--- src/hdl/sjis_euc_stream_converter_core_macros.svh ---
// Assertion macros shared by the converter RTL.
// Needs a clock named clk and an active-low reset named arst_n in scope.
`ifndef SJIS_EUC_STREAM_CONVERTER_CORE_MACROS_SVH
`define SJIS_EUC_STREAM_CONVERTER_CORE_MACROS_SVH

// Property checked on every rising clock edge outside reset
`define SJIS_ASSERT(lbl, prop, msg) \
	lbl: assert property (@(posedge clk) disable iff (!arst_n) prop) else $error(msg);

// Condition that must never hold outside reset
`define SJIS_NEVER(lbl, cond, msg) \
	`SJIS_ASSERT(lbl, !(cond), msg)

`endif

--- src/hdl/sjis_pkg.sv ---
// Shared types, codes and constants of the Shift-JIS / EUC-JP converter.
// No dependencies; used by sjis_conv, sjis_outq and the top-level core.
package sjis_pkg;

	// direction register codes
	localparam logic [1:0] DIR_PASS = 2'd0;
	localparam logic [1:0] DIR_S2E  = 2'd1;
	localparam logic [1:0] DIR_E2S  = 2'd2;

	// detection state codes
	localparam logic [1:0] DET_NONE  = 2'd0;
	localparam logic [1:0] DET_EUC   = 2'd1;
	localparam logic [1:0] DET_SJIS  = 2'd2;
	localparam logic [1:0] DET_MIXED = 2'd3;

	// Shift-JIS to EUC-JP offsets
	localparam logic [7:0] S2E_TRAIL_SPLIT = 8'h9f;
	localparam logic [7:0] S2E_LEAD_SPLIT  = 8'he0;
	localparam logic [7:0] S2E_HI_EVEN     = 8'he0;
	localparam logic [7:0] S2E_LO_EVEN     = 8'h60;
	localparam logic [7:0] S2E_HI_ODD      = 8'he1;
	localparam logic [7:0] S2E_LO_ODD      = 8'h61;
	localparam logic [7:0] S2E_TRAIL_GAP   = 8'h7f;
	localparam logic [7:0] S2E_TRAIL_OFS   = 8'h60;

	// EUC-JP to Shift-JIS offsets
	localparam logic [7:0] E2S_LEAD_SPLIT  = 8'hdf;
	localparam logic [7:0] E2S_LO_ODD      = 8'h31;
	localparam logic [7:0] E2S_HI_ODD      = 8'h71;
	localparam logic [7:0] E2S_LO_EVEN     = 8'h30;
	localparam logic [7:0] E2S_HI_EVEN     = 8'h70;
	localparam logic [7:0] E2S_TRAIL_SPLIT = 8'he0;
	localparam logic [7:0] E2S_TRAIL_OFS   = 8'h60;
	localparam logic [7:0] EUC_ROW_LOW     = 8'ha1;

	// depth of the result queue
	localparam int QUEUE_DEPTH = 4;

	// one result beat
	typedef struct packed {
		logic [7:0] out_byte;
		logic       run_last;
		logic       string_end;
		logic [1:0] detected_code;
	} beat_t;

	// queue write request, wr1 only together with wr0
	typedef struct packed {
		logic  wr0;
		logic  wr1;
		beat_t beat0;
		beat_t beat1;
	} q_wr_t;

	// reported code for a detection state
	function automatic logic [1:0] code_of(input logic [1:0] det);
		return (det == DET_MIXED) ? DET_NONE : det;
	endfunction

endpackage

--- src/hdl/sjis_in_if.sv ---
// Input byte channel: valid/ready handshake with byte and end-of-string flag.
// No dependencies.
interface sjis_in_if;
	logic       valid;
	logic       ready;
	logic [7:0] in_byte;
	logic       string_last;

	modport source (output valid, output in_byte, output string_last, input ready);
	modport sink (input valid, input in_byte, input string_last, output ready);
endinterface

--- src/hdl/sjis_out_if.sv ---
// Result byte channel: valid/ready handshake with byte, flags and detection code.
// No dependencies.
interface sjis_out_if;
	logic       valid;
	logic       ready;
	logic [7:0] out_byte;
	logic       run_last;
	logic       string_end;
	logic [1:0] detected_code;

	modport source (output valid, output out_byte, output run_last,
		output string_end, output detected_code, input ready);
	modport sink (input valid, input out_byte, input run_last,
		input string_end, input detected_code, output ready);
endinterface

--- src/hdl/sjis_conv.sv ---
// Pair converter and shape classifier, purely combinational.
// Depends on sjis_pkg.
module sjis_conv import sjis_pkg::*; (
	input  logic [1:0] direction,
	input  logic [7:0] lead,
	input  logic [7:0] trail,
	input  logic [1:0] det_cur,
	output logic [7:0] conv_lead,
	output logic [7:0] conv_trail,
	output logic [1:0] det_nxt
);

	logic [7:0] lead_x2;
	logic [7:0] lead_div2;
	logic       is_euc;
	logic       is_sjis;

	assign lead_x2   = {lead[6:0], 1'b0};
	assign lead_div2 = {1'b0, lead[7:1]};

	// byte pair conversion, all modulo 256
	always_comb begin
		conv_lead  = lead;
		conv_trail = trail;
		case (direction)
			DIR_S2E: begin
				if (trail >= S2E_TRAIL_SPLIT) begin
					conv_lead  = lead_x2 - ((lead >= S2E_LEAD_SPLIT) ? S2E_HI_EVEN : S2E_LO_EVEN);
					conv_trail = trail + 8'd2;
				end else begin
					conv_lead  = lead_x2 - ((lead >= S2E_LEAD_SPLIT) ? S2E_HI_ODD : S2E_LO_ODD);
					conv_trail = trail + S2E_TRAIL_OFS + {7'd0, (trail < S2E_TRAIL_GAP)};
				end
			end
			DIR_E2S: begin
				if (lead[0]) begin
					conv_lead  = lead_div2 + ((lead < E2S_LEAD_SPLIT) ? E2S_LO_ODD : E2S_HI_ODD);
					conv_trail = trail - (E2S_TRAIL_OFS + {7'd0, (trail < E2S_TRAIL_SPLIT)});
				end else begin
					conv_lead  = lead_div2 + ((lead < E2S_LEAD_SPLIT) ? E2S_LO_EVEN : E2S_HI_EVEN);
					conv_trail = trail - 8'd2;
				end
			end
			default: begin
				conv_lead  = lead;
				conv_trail = trail;
			end
		endcase
	end

	// shape of the pair
	always_comb begin
		is_euc  = (lead inside {[EUC_ROW_LOW:8'hdf], [8'hfd:8'hfe]}) &&
			(trail inside {[EUC_ROW_LOW:8'hfe]});
		is_sjis = ((lead inside {[8'h81:8'h9f]}) &&
			(trail inside {[8'h40:8'h7e], [8'h80:8'hfc]})) ||
			((lead inside {[8'he0:8'hfc]}) && (trail inside {[8'h40:8'h7e]}));
	end

	// sticky detection; a second, different shape makes it mixed
	always_comb begin
		det_nxt = det_cur;
		if (is_euc) begin
			det_nxt = (det_cur == DET_NONE) ? DET_EUC :
				((det_cur != DET_EUC) ? DET_MIXED : det_cur);
		end else if (is_sjis) begin
			det_nxt = (det_cur == DET_NONE) ? DET_SJIS :
				((det_cur != DET_SJIS) ? DET_MIXED : det_cur);
		end
	end

endmodule

--- src/hdl/sjis_outq.sv ---
// Result queue: takes up to two beats a cycle, hands out one beat a cycle while the receiver is ready.
// Depends on sjis_pkg, sjis_out_if and the assertion macros.
`include "sjis_euc_stream_converter_core_macros.svh"
module sjis_outq import sjis_pkg::*; #(
	parameter int DEPTH = QUEUE_DEPTH
) (
	input  logic              clk,
	input  logic              arst_n,
	input  q_wr_t             wr,
	output logic              room,
	sjis_out_if.source        out_chan
);

	localparam int PW = (DEPTH > 1) ? $clog2(DEPTH) : 1;
	localparam int CW = $clog2(DEPTH + 1);

	beat_t          mem_q [DEPTH];
	logic [PW-1:0]  wr_ptr_q;
	logic [PW-1:0]  rd_ptr_q;
	logic [CW-1:0]  count_q;
	logic [PW-1:0]  wr_ptr1;
	logic           pop;
	beat_t          head;

	function automatic logic [PW-1:0] ptr_inc(input logic [PW-1:0] p);
		return (p == PW'(DEPTH - 1)) ? '0 : p + PW'(1);
	endfunction

	assign wr_ptr1 = ptr_inc(wr_ptr_q);
	assign pop     = out_chan.valid && out_chan.ready;
	assign room    = (count_q <= CW'(DEPTH - 2));

	// storage
	always_ff @(posedge clk) begin
		if (wr.wr0) begin
			mem_q[wr_ptr_q] <= wr.beat0;
		end
		if (wr.wr1) begin
			mem_q[wr_ptr1] <= wr.beat1;
		end
	end

	// pointers and fill count
	always_ff @(posedge clk or negedge arst_n) begin
		if (!arst_n) begin
			wr_ptr_q <= '0;
			rd_ptr_q <= '0;
			count_q  <= '0;
		end else begin
			if (wr.wr1) begin
				wr_ptr_q <= ptr_inc(wr_ptr1);
			end else if (wr.wr0) begin
				wr_ptr_q <= wr_ptr1;
			end
			if (pop) begin
				rd_ptr_q <= ptr_inc(rd_ptr_q);
			end
			count_q <= count_q + CW'(wr.wr0) + CW'(wr.wr1) - CW'(pop);
		end
	end

	// head beat to the port
	assign head                   = mem_q[rd_ptr_q];
	assign out_chan.valid         = (count_q != '0);
	assign out_chan.out_byte      = head.out_byte;
	assign out_chan.run_last      = head.run_last;
	assign out_chan.string_end    = head.string_end;
	assign out_chan.detected_code = head.detected_code;

	`SJIS_NEVER(a_count_bound, count_q > CW'(DEPTH), "queue fill count beyond depth")
	`SJIS_NEVER(a_wr_order, wr.wr1 && !wr.wr0, "second beat written without the first")
	`SJIS_ASSERT(a_two_rise, (wr.wr1 && !pop) |=> (count_q == $past(count_q) + CW'(2)), "pair write lost")

endmodule

--- src/hdl/sjis_euc_stream_converter_core.sv ---
// Top level of the Shift-JIS / EUC-JP stream converter.
// Depends on sjis_pkg, sjis_in_if, sjis_out_if, sjis_conv, sjis_outq and the macros.
//
//  channel   | dir | beat fields                                   | per beat
//  ----------+-----+-----------------------------------------------+-------------------
//  in_chan   | in  | in_byte, string_last                          | one string byte
//  out_chan  | out | out_byte, run_last, string_end, detected_code | one result byte
//  cfg port  | in  | cfg_we, cfg_wdata (direction)                 | one register write
//
// One input beat a cycle; an input beat passes the input register, then the result
// queue, before it shows as output valid. A paired trail writes two beats
// into the queue at once, which drains one beat a cycle while the receiver
// is ready; input stalls only while the queue cannot take two more. Reset
// clears direction, the lead byte state, detection and the queue; no clearing pass.
`include "sjis_euc_stream_converter_core_macros.svh"
module sjis_euc_stream_converter_core import sjis_pkg::*; #(
	parameter int QDEPTH = QUEUE_DEPTH
) (
	input  logic        clk,
	input  logic        arst_n,
	input  logic        cfg_we,
	input  logic [1:0]  cfg_wdata,
	sjis_in_if.sink     in_chan,
	sjis_out_if.source  out_chan
);

	logic       v_s1;
	logic [7:0] byte_s1;
	logic       last_s1;
	logic [1:0] direction_q;
	logic       lead_pending_q;
	logic [7:0] lead_byte_q;
	logic [1:0] detect_q;
	logic       room;
	logic       adv;
	logic       pair;
	logic       lone;
	logic [7:0] conv_a;
	logic [7:0] conv_b;
	logic [7:0] oa;
	logic [7:0] ob;
	logic [1:0] det_nxt;
	logic [1:0] code_now;
	logic [1:0] code_pair;
	q_wr_t      wr;

	assign adv           = v_s1 && room;
	assign in_chan.ready = !v_s1 || adv;

	// direction register
	always_ff @(posedge clk or negedge arst_n) begin
		if (!arst_n) begin
			direction_q <= DIR_PASS;
		end else if (cfg_we) begin
			direction_q <= cfg_wdata;
		end
	end

	// input register
	always_ff @(posedge clk or negedge arst_n) begin
		if (!arst_n) begin
			v_s1 <= 1'b0;
		end else if (in_chan.ready) begin
			v_s1 <= in_chan.valid;
		end
	end

	always_ff @(posedge clk) begin
		if (in_chan.ready && in_chan.valid) begin
			byte_s1 <= in_chan.in_byte;
			last_s1 <= in_chan.string_last;
		end
	end

	// pair selection: held lead with this byte, or a closing lead with zero
	assign pair   = lead_pending_q;
	assign lone   = !lead_pending_q && byte_s1[7];
	assign conv_a = pair ? lead_byte_q : byte_s1;
	assign conv_b = pair ? byte_s1 : 8'h00;

	sjis_conv u_conv (
		.direction  (direction_q),
		.lead       (conv_a),
		.trail      (conv_b),
		.det_cur    (detect_q),
		.conv_lead  (oa),
		.conv_trail (ob),
		.det_nxt    (det_nxt)
	);

	assign code_now  = code_of(detect_q);
	assign code_pair = code_of(det_nxt);

	// result beats into the queue
	always_comb begin
		wr.wr0 = adv && !(lone && !last_s1);
		wr.wr1 = adv && pair;
		wr.beat1 = '{out_byte: ob, run_last: 1'b1, string_end: last_s1,
			detected_code: code_pair};
		if (pair) begin
			wr.beat0 = '{out_byte: oa, run_last: 1'b0, string_end: 1'b0,
				detected_code: code_pair};
		end else if (lone) begin
			wr.beat0 = '{out_byte: oa, run_last: 1'b1, string_end: 1'b1,
				detected_code: code_now};
		end else begin
			wr.beat0 = '{out_byte: byte_s1, run_last: 1'b1, string_end: last_s1,
				detected_code: code_now};
		end
	end

	// lead byte and detection state
	always_ff @(posedge clk or negedge arst_n) begin
		if (!arst_n) begin
			lead_pending_q <= 1'b0;
			lead_byte_q    <= 8'h00;
			detect_q       <= DET_NONE;
		end else if (adv) begin
			if (last_s1) begin
				lead_pending_q <= 1'b0;
				detect_q       <= DET_NONE;
			end else if (pair) begin
				lead_pending_q <= 1'b0;
				detect_q       <= det_nxt;
			end else if (lone) begin
				lead_pending_q <= 1'b1;
				lead_byte_q    <= byte_s1;
			end
		end
	end

	sjis_outq #(
		.DEPTH (QDEPTH)
	) u_outq (
		.clk      (clk),
		.arst_n   (arst_n),
		.wr       (wr),
		.room     (room),
		.out_chan (out_chan)
	);

	`SJIS_ASSERT(a_end_clears, (adv && last_s1) |=> (!lead_pending_q && detect_q == DET_NONE), "string end left state behind")
	`SJIS_ASSERT(a_pair_two, (adv && lead_pending_q) |-> wr.wr1, "pair gave fewer than two beats")
	`SJIS_NEVER(a_wr_no_adv, wr.wr0 && !adv, "queue written without an advancing beat")

endmodule

--- src/flat_wrapper.sv ---
// flat-port wrapper written by rule: the top's interface ports become plain ports
module sjis_euc_stream_converter_core_flat import sjis_pkg::*;
#(
	parameter int QDEPTH = QUEUE_DEPTH
)
  (clk, arst_n, cfg_we, cfg_wdata, in_chan_valid, in_chan_in_byte, in_chan_string_last, in_chan_ready, out_chan_valid, out_chan_out_byte, out_chan_run_last, out_chan_string_end, out_chan_detected_code, out_chan_ready);
  sjis_in_if in_chan_i ();
  sjis_out_if out_chan_i ();
  input  logic clk;
  input  logic arst_n;
  input  logic cfg_we;
  input  logic [1:0] cfg_wdata;
  input wire logic [$bits(in_chan_i.valid)-1:0] in_chan_valid;
  input wire logic [$bits(in_chan_i.in_byte)-1:0] in_chan_in_byte;
  input wire logic [$bits(in_chan_i.string_last)-1:0] in_chan_string_last;
  output wire logic [$bits(in_chan_i.ready)-1:0] in_chan_ready;
  output wire logic [$bits(out_chan_i.valid)-1:0] out_chan_valid;
  output wire logic [$bits(out_chan_i.out_byte)-1:0] out_chan_out_byte;
  output wire logic [$bits(out_chan_i.run_last)-1:0] out_chan_run_last;
  output wire logic [$bits(out_chan_i.string_end)-1:0] out_chan_string_end;
  output wire logic [$bits(out_chan_i.detected_code)-1:0] out_chan_detected_code;
  input wire logic [$bits(out_chan_i.ready)-1:0] out_chan_ready;
  assign in_chan_i.valid = in_chan_valid;
  assign in_chan_i.in_byte = in_chan_in_byte;
  assign in_chan_i.string_last = in_chan_string_last;
  assign in_chan_ready = in_chan_i.ready;
  assign out_chan_valid = out_chan_i.valid;
  assign out_chan_out_byte = out_chan_i.out_byte;
  assign out_chan_run_last = out_chan_i.run_last;
  assign out_chan_string_end = out_chan_i.string_end;
  assign out_chan_detected_code = out_chan_i.detected_code;
  assign out_chan_i.ready = out_chan_ready;
  sjis_euc_stream_converter_core #(.QDEPTH(QDEPTH)) u_core (.clk(clk), .arst_n(arst_n), .cfg_we(cfg_we), .cfg_wdata(cfg_wdata), .in_chan(in_chan_i), .out_chan(out_chan_i));
endmodule
--- config.mk ---
export PLATFORM = sky130hd
export DESIGN_NAME = sjis_euc_stream_converter_core_flat
export DESIGN_NICKNAME = d
export VERILOG_FILES = /design/src/hdl/sjis_pkg.sv /design/src/hdl/sjis_in_if.sv /design/src/hdl/sjis_out_if.sv /design/src/hdl/sjis_conv.sv /design/src/hdl/sjis_outq.sv /design/src/hdl/sjis_euc_stream_converter_core.sv /design/src/flat_wrapper.sv
export VERILOG_INCLUDE_DIRS = /design/src /design/src/hdl
export SDC_FILE = /design/constraint.sdc
export NUM_CORES = 1
export LEC_CHECK = 0
export BUFFER_PORTS_ARGS = -buffer_cell sky130_fd_sc_hd__buf_2
export CAP_MARGIN = 20
export CORE_MARGIN = 3
export CORE_UTILIZATION = 28
export DETAILED_ROUTE_END_ITERATION = 8
export MAX_ROUTING_LAYER = met4
export PLACE_DENSITY = 0.49
export SLEW_MARGIN = 40
export SYNTH_ARGS = -nofsm -noshare
export SYNTH_HDL_FRONTEND = slang
export SYNTH_SLANG_ARGS = --single-unit
--- constraint.sdc ---
create_clock -name clk -period 4.2 [get_ports clk]
set_input_delay 0.42 -clock clk [delete_from_list [all_inputs] [get_ports clk]]
set_output_delay 0.42 -clock clk [all_outputs]
set_load 0.01 [all_outputs]
==> results.py, run 1 <==
metrics = {
    "status": {
        "outcome": "completed",
    },
    "job": {
        "drv_cap": 0,
    },
    "power_and_ir_drop": {
        "irDropWorstVdd_mv": 0.2275,
        "cellLeakagePower_nw": 2.379,
        "power_density_nw_per_um2": 658.0,
    },
    "critical_path": {
        "start_kind": "register",
        "r2r_cells": 13,
        "r2r_start": "u_core.byte_s1[3]",
        "timing.rr.end": "u_core.u_outq.mem_q[3][6]",
        "r2r_slack_ns": 0.49,
        "crit_path_max_fanout": 9,
        "cp-endpoint": "u_core.u_outq.mem_q[3][6]",
        "end_kind": "register",
        "crit_start": "u_core.byte_s1[3]",
        "worstPathRequired_ns": 4.26,
        "path_class": "register to register",
        "crit_chain": "nand2_1 > inv_1 > ha_1 > nand3_1 > nor3_1 > o21ai_0 > ha_1 > ha_1 > nor2b_1 > a21oi_1 > nor2_1 > a211oi_1 > o22ai_1",
        "cp_common_cell": "ha_1",
        "cp_slowest_cell": "a211oi_1",
        "worst_path_largest_cell_delay_ns": 0.64,
        "crit_arrival_ns": 3.78,
    },
    "yosys": {
        "synth_compound_area_frac": 0.2158,
        "syn_nets": 619,
        "synth_cell_types": 77,
        "ys.flop_type": "edfxtp_1",
        "synth-simple-area-share": 0.1347,
        "yosys-top-cells-area": "edfxtp_1, dfrtp_1, ha_1",
        "yosysSeqAreaShare": 0.3935,
        "synth_seq_cells": 78,
        "synth.avg_cell_area_sq_um": 9.846,
        "synthXorXnorAreaFrac": 0.01883,
        "synthCells": 567,
        "synth_area_leader_cell": "edfxtp_1",
        "synth_fa_ha_area_frac": 0.08472,
        "synthArstFlopShare": 0.2692,
        "synth_edf_count": 53,
        "synth_top_area_share": 0.2851,
        "synth_top_family_by_area": "compound AO/OA/AOI/OAI gates",
        "syn-cell-area_sq_um": 5583,
        "synthMuxAreaShare": 0.09301,
        "synth_warnings": 0,
    },
    "die": {
        "die-area_sq_um": 21670,
        "die_y_microns": 147.2,
        "die_w_microns": 147.2,
        "io_pins": 30,
        "fp-row-count": 51,
        "start_util": 0.2859,
        "core_sq_um": 19530,
    },
    "cts": {
        "hold_buffers": 0,
        "clkTransAtPathRegs_ns": 0.06,
        "numCtsBuffers": 9,
        "clk_latency_ns": 0.35,
        "cts_tree": "built",
        "clock-sinks": 78,
        "root_buffer": "clkbuf_16",
        "cts_resized": 0,
        "htree_levels": 3,
        "cts_buffer_depth": 2,
        "cts_setup_buffers": 0,
    },
    "place": {
        "gp_congestion": 0.8965,
        "numPortBuffers": 29,
        "dpl.hpwl_microns": 11710,
    },
    "grt": {
        "overflow": 0,
        "grtUsageTotal": 0.1580,
        "grt_pass1_wl_microns": 26020,
        "antenna_found_initial": 0,
        "grt_max_degree": 44,
        "first_global_vias": 4570,
    },
    "sta": {
        "max_freq_ghz": 0.2693,
        "rsz0062_at_grt": "false",
        "worstMarginPinSlew_ns": 0.7539,
        "setup_viol": 0,
        "slew_headroom": 0.4944,
        "hold_ws_ns": 0.03763,
        "min_period_over_period": 0.8840,
        "skew_ns": 0.005826,
        "fin_setup_tns_ns": 0,
        "fin_crit_ns": 3.713,
        "slew_viol_final": 0,
        "hold_violations": 0,
    },
    "final_layout": {
        "finalNetCount": 629,
        "drive_gt1_frac": 0.1684,
        "n_antenna_cell": 0,
        "syn_to_final_growth_pct": 12.12,
    },
    "drt": {
        "viasPerCell": 5.427,
        "vias": 4597,
        "drtIter0Drc": 446,
        "drc": 0,
        "wl_per_cell_microns": 19.40,
        "final_antenna_net_count": 0,
        "wirelength_microns": 16440,
        "first_pass_iters": 6,
    },
    "worst_hold_path": {
        "hp-class": "input port to asynchronous set/reset pin",
    },
}
[metal layers]
| layer | vias to the layer above | part of all wire | wire, microns | track usage |
|---|---|---|---|---|
| met2 | 174 | 0.47 | 7685 | 0.2477 |
| met5 | - | 0 | 0 | - |
| met3 | 27 | 0.058 | 950 | 0.03609 |
| met1 | 2236 | 0.46 | 7486 | 0.2052 |
| met4 | 0 | 0.019 | 314 | 0.04706 |
| li1 | 2160 | - | - | - |
[Yosys cell counts (6+ instances only)]
library cell	instances
edfxtp_1	53
nand2_1	48
o21ai_0	40
a21oi_1	35
inv_1	34
ha_1	33
o22ai_1	26
nor2_1	24
clkbuf_1	23
dfrtp_1	21
nand3_1	21
buf_2	13
mux4_2	12
mux2_2	11
mux2i_1	11
nor3_1	11
xnor2_1	11
a31oi_1	8
nand2b_1	8
o21ai_1	6
o32ai_1	6
[where the power goes]
part           internal, mW  switching (mW)
sequential             1.07           0.226
combinational         0.787            1.22
clock                 0.468           0.349
[flip-flops by register name, indices dropped and copies added (netlist names)]
| name | cells |
|---|---|
| u_core.byte_s1 | 8 |
| u_core.detect_q | 2 |
| u_core.direction_q | 2 |
| u_core.last_s1 | 1 |
| u_core.lead_byte_q | 8 |
| u_core.lead_pending_q | 1 |
| u_core.u_outq.count_q | 3 |
| u_core.u_outq.mem_q | 48 |
| u_core.u_outq.rd_ptr_q | 2 |
| u_core.u_outq.wr_ptr_q | 2 |
| u_core.v_s1 | 1 |
[final cells by class]
type / count / area, sq um
Fill cell: 2057 / 13270
Multi-Input combinational cell: 412 / 3054
Sequential cell: 78 / 2200
Tap cell: 265 / 331.6
Timing Repair Buffer: 41 / 235.2
Clock buffer: 9 / 225.2
Inverter: 35 / 131.4
Clock inverter: 7 / 82.58
[cells by family after synthesis]
group / Yosys count
AOI/OAI and AO/OA: 180
and+or+nand+nor: 149
DFF: 78
buffers and inverters: 77
adders and majority gates: 36
muxes: 35
xor gates and xnor gates: 12
[worst max-delay path, delay by kind of cell (launching register included)]
kind | cells | cell delay (ns)
buffers and inverters | 1 | 0.21
AND/OR/NAND/NOR | 5 | 0.77
adder cells (fa/ha/maj) | 3 | 0.84
flip-flops | 1 | 0.53
AO/OA/AOI/OAI | 4 | 1.09
[worst min path at each step]
stage / startpoint / cells past startpoint / to
after detailed placement: arst_n / 1 / u_core.v_s1
after global placement: arst_n / 1 / u_core.v_s1
after CTS: arst_n / 1 / u_core.u_outq.count_q[0]
after global routing: arst_n / 1 / u_core.v_s1
after floorplan: arst_n / 0 / u_core.detect_q[0]
final: arst_n / 1 / u_core.v_s1
[cells in the final DEF, fill, tap and decap left out, types with 11 or more instances in the layout]
cell and instances:
a21oi_1 35, buf_2 29, buf_4 12, dfrtp_1 19, edfxtp_1 53, ha_1 33, inv_1 34, mux2_2 11
mux2i_1 11, mux4_2 12, nand2_1 48, nand3_1 21, nor2_1 24, nor3_1 11, o21ai_0 40, o22ai_1 26
xnor2_1 11
[metrics by stage]
stage          utilization  instance area, sq um  power (mW)  worst slack, ns  cells
2_1_floorplan            -                  5583       2.710           0.7383    567
3_3_place_gp        0.3048                  5951       3.273           0.7154    831
3_5_place_dp        0.3048                  5952       3.309           0.5484    831
4_1_cts             0.3206                  6260       4.142           0.5116    847
5_1_grt             0.3206                  6260       4.409           0.1024    847
6_report            0.3206                  6260       4.119           0.4871    847
(Power assumes the default switching activity.)
==> run 2: changes to the inputs <==
Settings changed: ABC_AREA set to 1.
==> run 2 against run 1 <==
- design area fell by 0.60%
- clock skew increased by 0.0030 ns
- wire length up 1.1%
- clock power is 12% lower
==> results.py, run 2 <==
metrics = {
    "cts": {
        "htree_levels": 3,
        "root_buffer": "clkbuf_16",
        "clock-sinks": 78,
        "cts_setup_buffers": 0,
        "cts_resized": 0,
        "hold_buffers": 0,
        "clk_latency_ns": 0.35,
        "cts_buffer_depth": 2,
        "cts_tree": "built",
        "numCtsBuffers": 9,
        "clkTransAtPathRegs_ns": 0.06,
    },
    "drt": {
        "drtIter0Drc": 470,
        "wirelength_microns": 16630,
        "vias": 4939,
        "wl_per_cell_microns": 16.79,
        "viasPerCell": 4.989,
        "first_pass_iters": 8,
        "drc": 0,
        "final_antenna_net_count": 0,
    },
    "sta": {
        "hold_violations": 0,
        "slew_viol_final": 0,
        "fin_setup_tns_ns": 0,
        "rsz0062_at_grt": "false",
        "fin_crit_ns": 3.381,
        "hold_ws_ns": 0.05920,
        "setup_viol": 0,
        "min_period_over_period": 0.8050,
        "skew_ns": 0.008861,
        "max_freq_ghz": 0.2958,
        "worstMarginPinSlew_ns": 0.7817,
        "slew_headroom": 0.4783,
    },
    "yosys": {
        "synth_cell_types": 46,
        "synth_area_leader_cell": "edfxtp_1",
        "syn_nets": 750,
        "synth_edf_count": 53,
        "synth_top_area_share": 0.2861,
        "synth.avg_cell_area_sq_um": 7.970,
        "yosysSeqAreaShare": 0.3950,
        "yosysMostFrequentCell": "nand2_1",
        "synthArstFlopShare": 0.2692,
        "synth_seq_cells": 78,
        "syn-cell-area_sq_um": 5563,
        "yosys-top-cells-area": "edfxtp_1, nand2_1, dfrtp_1",
        "ys.flop_type": "edfxtp_1",
        "synth_common_cells": "nand2_1, nand3_1, inv_1",
        "synthCells": 698,
        "synth_warnings": 0,
    },
    "final_layout": {
        "nFillCells": 2025,
        "drive_gt1_frac": 0.1260,
        "finalNetCount": 777,
        "n_antenna_cell": 0,
        "syn_to_final_growth_pct": 11.85,
        "top_regs": "u_core.u_outq.mem_q (48), u_core.byte_s1 (8), u_core.lead_byte_q (8)",
        "top_register": "u_core.u_outq.mem_q",
        "final_common_cell": "nand2_1",
        "final_cell_mix": "nand2_1, nand3_1, inv_1, nor2_1, o21ai_0",
        "largest_register_ffs": 48,
    },
    "grt": {
        "antenna_found_initial": 0,
        "grt_pass1_wl_microns": 26520,
        "first_global_vias": 4591,
        "grtUsageTotal": 0.1606,
        "overflow": 0,
        "grt_max_degree": 33,
    },
    "power_and_ir_drop": {
        "irDropWorstVdd_mv": 0.2264,
        "cellLeakagePower_nw": 2.768,
        "p_int_mw": 2.162,
        "clock_power_share": 0.169,
        "p_sw_mw": 2.100,
        "power_density_nw_per_um2": 684.9,
        "swShare": 0.4927,
        "p_comb_frac": 0.554,
        "seqPwrFrac": 0.277,
        "power_mw": 4.262,
    },
    "die": {
        "die-area_sq_um": 21590,
        "start_util": 0.2915,
        "io_pins": 30,
        "fp-row-count": 50,
        "die_w_microns": 147.0,
        "core_sq_um": 19080,
        "die_y_microns": 147.0,
    },
    "place": {
        "numPortBuffers": 29,
        "gp_congestion": 0.9052,
        "dpl.hpwl_microns": 12200,
    },
    "critical_path": {
        "start_kind": "register",
        "crit_arrival_ns": 3.45,
        "worstPathRequired_ns": 4.27,
        "end_kind": "register",
        "crit_path_max_fanout": 32,
        "path_class": "register to register",
    },
    "job": {
        "drv_cap": 0,
    },
    "status": {
        "outcome": "completed",
    },
    "worst_hold_path": {
        "hp-class": "input port to asynchronous set/reset pin",
    },
}
==> run 2: cell types whose count changed after synthesis, sizes merged, moves of 8 or more <==
cell | previous run | this run
mux2 | 12 | 0
nand2 | 48 | 160
nand3 | 21 | 81
nor2 | 26 | 66
buf | 19 | 7
nor3 | 11 | 3
inv | 35 | 79
nand2b | 8 | 0
mux4 | 12 | 0
o21ai | 48 | 80
xor2 | 1 | 9
mux2i | 11 | 0
clkbuf | 23 | 10
==> run 2: kinds of logic after synthesis <==
logic type,Yosys count,share of synthesized area
buf+inv,97,0.07377
fa+ha+maj,36,0.08502
simple gates,321,0.2598
compound gates,153,0.1660
flops,78,0.3950
xor+xnor,13,0.02047
==> run 2: path summary, 6_finish.rpt <==
check	from	to	slack (ns)	cells after the start
setup / recovery	u_core.lead_pending_q	u_core.u_outq.mem_q[2][5]	0.82	14
hold / removal	arst_n	u_core.u_outq.rd_ptr_q[1]	0.06	1
setup reg to reg	u_core.lead_pending_q	u_core.u_outq.mem_q[2][5]	0.82	14
hold reg to reg	u_core.lead_byte_q[4]	u_core.lead_byte_q[4]	0.49	2
max in group asynchronous	arst_n	u_core.lead_byte_q[4]	3.75	1
min in group clk	in_chan_in_byte[4]	u_core.byte_s1[4]	0.24	1
==> run 2: per-stage QoR <==
stage          instances  setup WS [ns]    util  cell area [sq um]
2_1_floorplan        698          1.136       -               5563
3_3_place_gp         974          1.003  0.3121               5956
3_5_place_dp         974         0.9702  0.3121               5956
4_1_cts              990         0.9504  0.3261               6222
5_1_grt              990         0.6357  0.3261               6222
6_report             990         0.8190  0.3261               6222
==> run 2: layer usage <==
layer  wire length, microns  part of all wire  up-vias  global-route usage
met5                      0                 0        -                   -
met3                   1255             0.075       26             0.04226
li1                       -                 -     2445                   -
met4                    257             0.015        0             0.03635
met2                   7175              0.43      182              0.2323
met1                   7937              0.48     2286              0.2260
==> run 2: worst max-delay path, cell delays in order (launching register included) <==
cell	delay, ns
dfrtp_1	0.39
buf_4	0.44
nand2_2	0.09
buf_4	0.20
inv_1	0.11
ha_1	0.15
inv_1	0.05
nor2_1	0.09
nand2_1	0.07
nand2_2	0.19
inv_1	0.15
ha_1	0.30
o21ai_0	0.07
o21ai_0	0.60
o22ai_1	0.19
==> run 2: layout make-up <==
type	count	area, sq um	area share
clock inverter	6	37.54	0.006033
sequential	78	2197	0.3531
inverter	80	302.8	0.04866
timing repair buffer	33	175.2	0.02815
multi-input combinational	523	2955	0.4750
clock buffer	10	229.0	0.03680
tap	260	325.3	0.05228
==> run 2: power by group through the flow <==
| stage | sequential (mW) | clock, mW | combinational [mW] |
|---|---|---|---|
| final | 1.18 | 0.721 | 2.36 |
| after global routing | 1.21 | 0.780 | 2.65 |
| after CTS | 1.18 | 0.742 | 2.34 |
| after detailed placement | 1.19 | 0 | 2.33 |
| after global placement | 1.20 | 0 | 2.36 |
| after floorplan | 1.15 | 0 | 1.72 |
==> run 3: changes to the inputs <==
Clock period 4.2 ns to 3.21 ns, I/O delays scaled along.
==> run 3 against run 2 <==
- count of clock-buffer cells in the layout did not move
- cell count grew 1.1%
- highest routed layer unchanged
- utilization is 0.61 points higher
- design area increased by 1.9%
- critical path depth is 1 lower
- global-route usage is essentially flat
- sequential share of layout area shrank 0.65 points
- critical path type unchanged
==> results.py, run 3 (same netlist as run 2, synthesis figures left out) <==
metrics = {
    "status": {
        "outcome": "completed",
    },
    "final_layout": {
        "final_common_cell": "nand2_1",
        "drive_gt1_frac": 0.1404,
        "top_register": "u_core.u_outq.mem_q",
        "final_cell_mix": "nand2_1, nand3_1, inv_1, nor2_1, o21ai_0",
        "n_antenna_cell": 0,
        "layout.cells.non_filler": 1001,
        "top_regs": "u_core.u_outq.mem_q (48), u_core.byte_s1 (8), u_core.lead_byte_q (8)",
        "largest_register_ffs": 48,
        "finalNetCount": 788,
        "syn_to_final_growth_pct": 13.95,
    },
    "critical_path": {
        "start_kind": "register",
        "crit_chain": "nand2_1 > inv_1 > ha_1 > nand3_4 > nor2_1 > a31oi_1 > ha_1 > ha_1 > xnor2_1 > o21ai_0 > nand3_1 > o21ai_1 > o22ai_1",
        "worst_path_largest_cell_delay_ns": 0.45,
        "cp_common_cell": "ha_1",
        "worstPathRequired_ns": 3.26,
        "crit_family": "compound AO/OA/AOI/OAI gates",
        "crit_arrival_ns": 3.02,
        "path_class": "register to register",
        "cp_slowest_cell": "dfrtp_1",
        "cp_num_buf_inv": 1,
        "end_kind": "register",
        "crit_path_max_fanout": 6,
    },
    "grt": {
        "first_global_vias": 4711,
        "grtUsageTotal": 0.1604,
        "antenna_found_initial": 0,
        "overflow": 0,
        "grt_max_degree": 28,
        "grt_pass1_wl_microns": 26700,
    },
    "place": {
        "placed_cells": 984,
        "numPortBuffers": 29,
        "dpl.hpwl_microns": 12670,
        "gp_congestion": 0.9064,
    },
    "sta": {
        "worstMarginPinSlew_ns": 0.7357,
        "skew_ns": 0.007082,
        "fin_setup_tns_ns": 0,
        "hold_violations": 0,
        "min_period_over_period": 0.9239,
        "slew_headroom": 0.5090,
        "setup_viol": 0,
        "fin_crit_ns": 2.966,
        "max_freq_ghz": 0.3372,
        "hold_ws_ns": 0.1551,
        "rsz0062_at_grt": "false",
        "slew_viol_final": 0,
    },
    "die": {
        "die_w_microns": 147.0,
        "core_sq_um": 19080,
        "die-area_sq_um": 21590,
        "io_pins": 30,
        "fp-row-count": 50,
        "start_util": 0.2915,
        "die_y_microns": 147.0,
    },
    "cts": {
        "cts_resized": 0,
        "htree_levels": 3,
        "clock-sinks": 78,
        "root_buffer": "clkbuf_16",
        "clk_latency_ns": 0.34,
        "cts_tree": "built",
        "numCtsBuffers": 9,
        "cts_buffer_depth": 2,
        "clkTransAtPathRegs_ns": 0.06,
    },
    "drt": {
        "first_pass_iters": 6,
        "wl_per_cell_microns": 16.83,
        "drc": 0,
        "wirelength_microns": 16850,
        "final_antenna_net_count": 0,
        "drtIter0Drc": 544,
        "vias": 4988,
        "viasPerCell": 4.983,
    },
    "power_and_ir_drop": {
        "power_mw": 5.735,
        "irDropWorstVdd_mv": 0.3116,
        "cellLeakagePower_nw": 2.837,
        "power_density_nw_per_um2": 904.8,
    },
    "worst_hold_path": {
        "hp-class": "input port to register",
    },
    "job": {
        "drv_cap": 0,
    },
}
## run 3: cell types whose count changed in the layout (fill, tap and decap cells not counted)
cell           previous run  this run
a21boi_0                  0         1
a21boi_1                  1         0
buf_4                     4        14
bufinv_16                 0         1
clkinv_1                  3         1
dlygate4sd3_1             0         1
inv_6                     1         2
## run 3: cell type report
| cell class | count | area [sq um] |
|---|---|---|
| repair buffers | 44 | 260.3 |
| inverters | 80 | 302.8 |
| clock buffers | 10 | 229.0 |
| clock inverters | 6 | 68.82 |
| well taps | 260 | 325.3 |
| fillers | 2029 | 12740 |
| multi-input cells | 523 | 2955 |
| flip-flops and latches | 78 | 2197 |
## run 3: final timing paths
path / from / to / slack, ns / depth (start not counted)
setup / recovery: u_core.lead_pending_q / u_core.u_outq.mem_q[2][6] / 0.24 / 13
max in group asynchronous: arst_n / u_core.lead_byte_q[0] / 2.33 / 2
hold reg to reg: u_core.lead_byte_q[4] / u_core.lead_byte_q[4] / 0.49 / 2
hold / removal: in_chan_in_byte[7] / u_core.byte_s1[7] / 0.16 / 1
setup reg to reg: u_core.lead_pending_q / u_core.u_outq.mem_q[2][6] / 0.24 / 13
min in group asynchronous: arst_n / u_core.u_outq.rd_ptr_q[0] / 0.49 / 2
## run 3: timing repair
action                                 CTS  global route
hold buffers                             1             0
endpoints found under the hold margin    2             0
setup buffers                            0             0
## run 3: layer usage
| layer | track usage | routed length, microns | vias to the layer above |
|---|---|---|---|
| li1 | - | - | 2467 |
| met1 | 0.2238 | 8136 | 2317 |
| met2 | 0.2415 | 7464 | 177 |
| met3 | 0.02807 | 955 | 27 |
| met4 | 0.04287 | 290 | 0 |
| met5 | - | 0 | - |
## run 3: stage by stage
| stage | area, sq um | util | setup slack (ns) |
|---|---|---|---|
| after floorplan | 5563 | - | 0.1458 |
| after global placement | 6031 | 0.3161 | 0.2980 |
| after detailed placement | 6031 | 0.3161 | 0.3105 |
| after CTS | 6339 | 0.3322 | 0.2824 |
| after global routing | 6339 | 0.3322 | 0.03688 |
| final | 6339 | 0.3322 | 0.2442 |
## run 3: report_power, final
group,total [mW],leakage [nW],internal [mW],switching (mW)
Sequential,1.55,0.788,1.38,0.163
Combinational,3.15,1.91,0.978,2.17
Clock,1.04,0.143,0.608,0.432
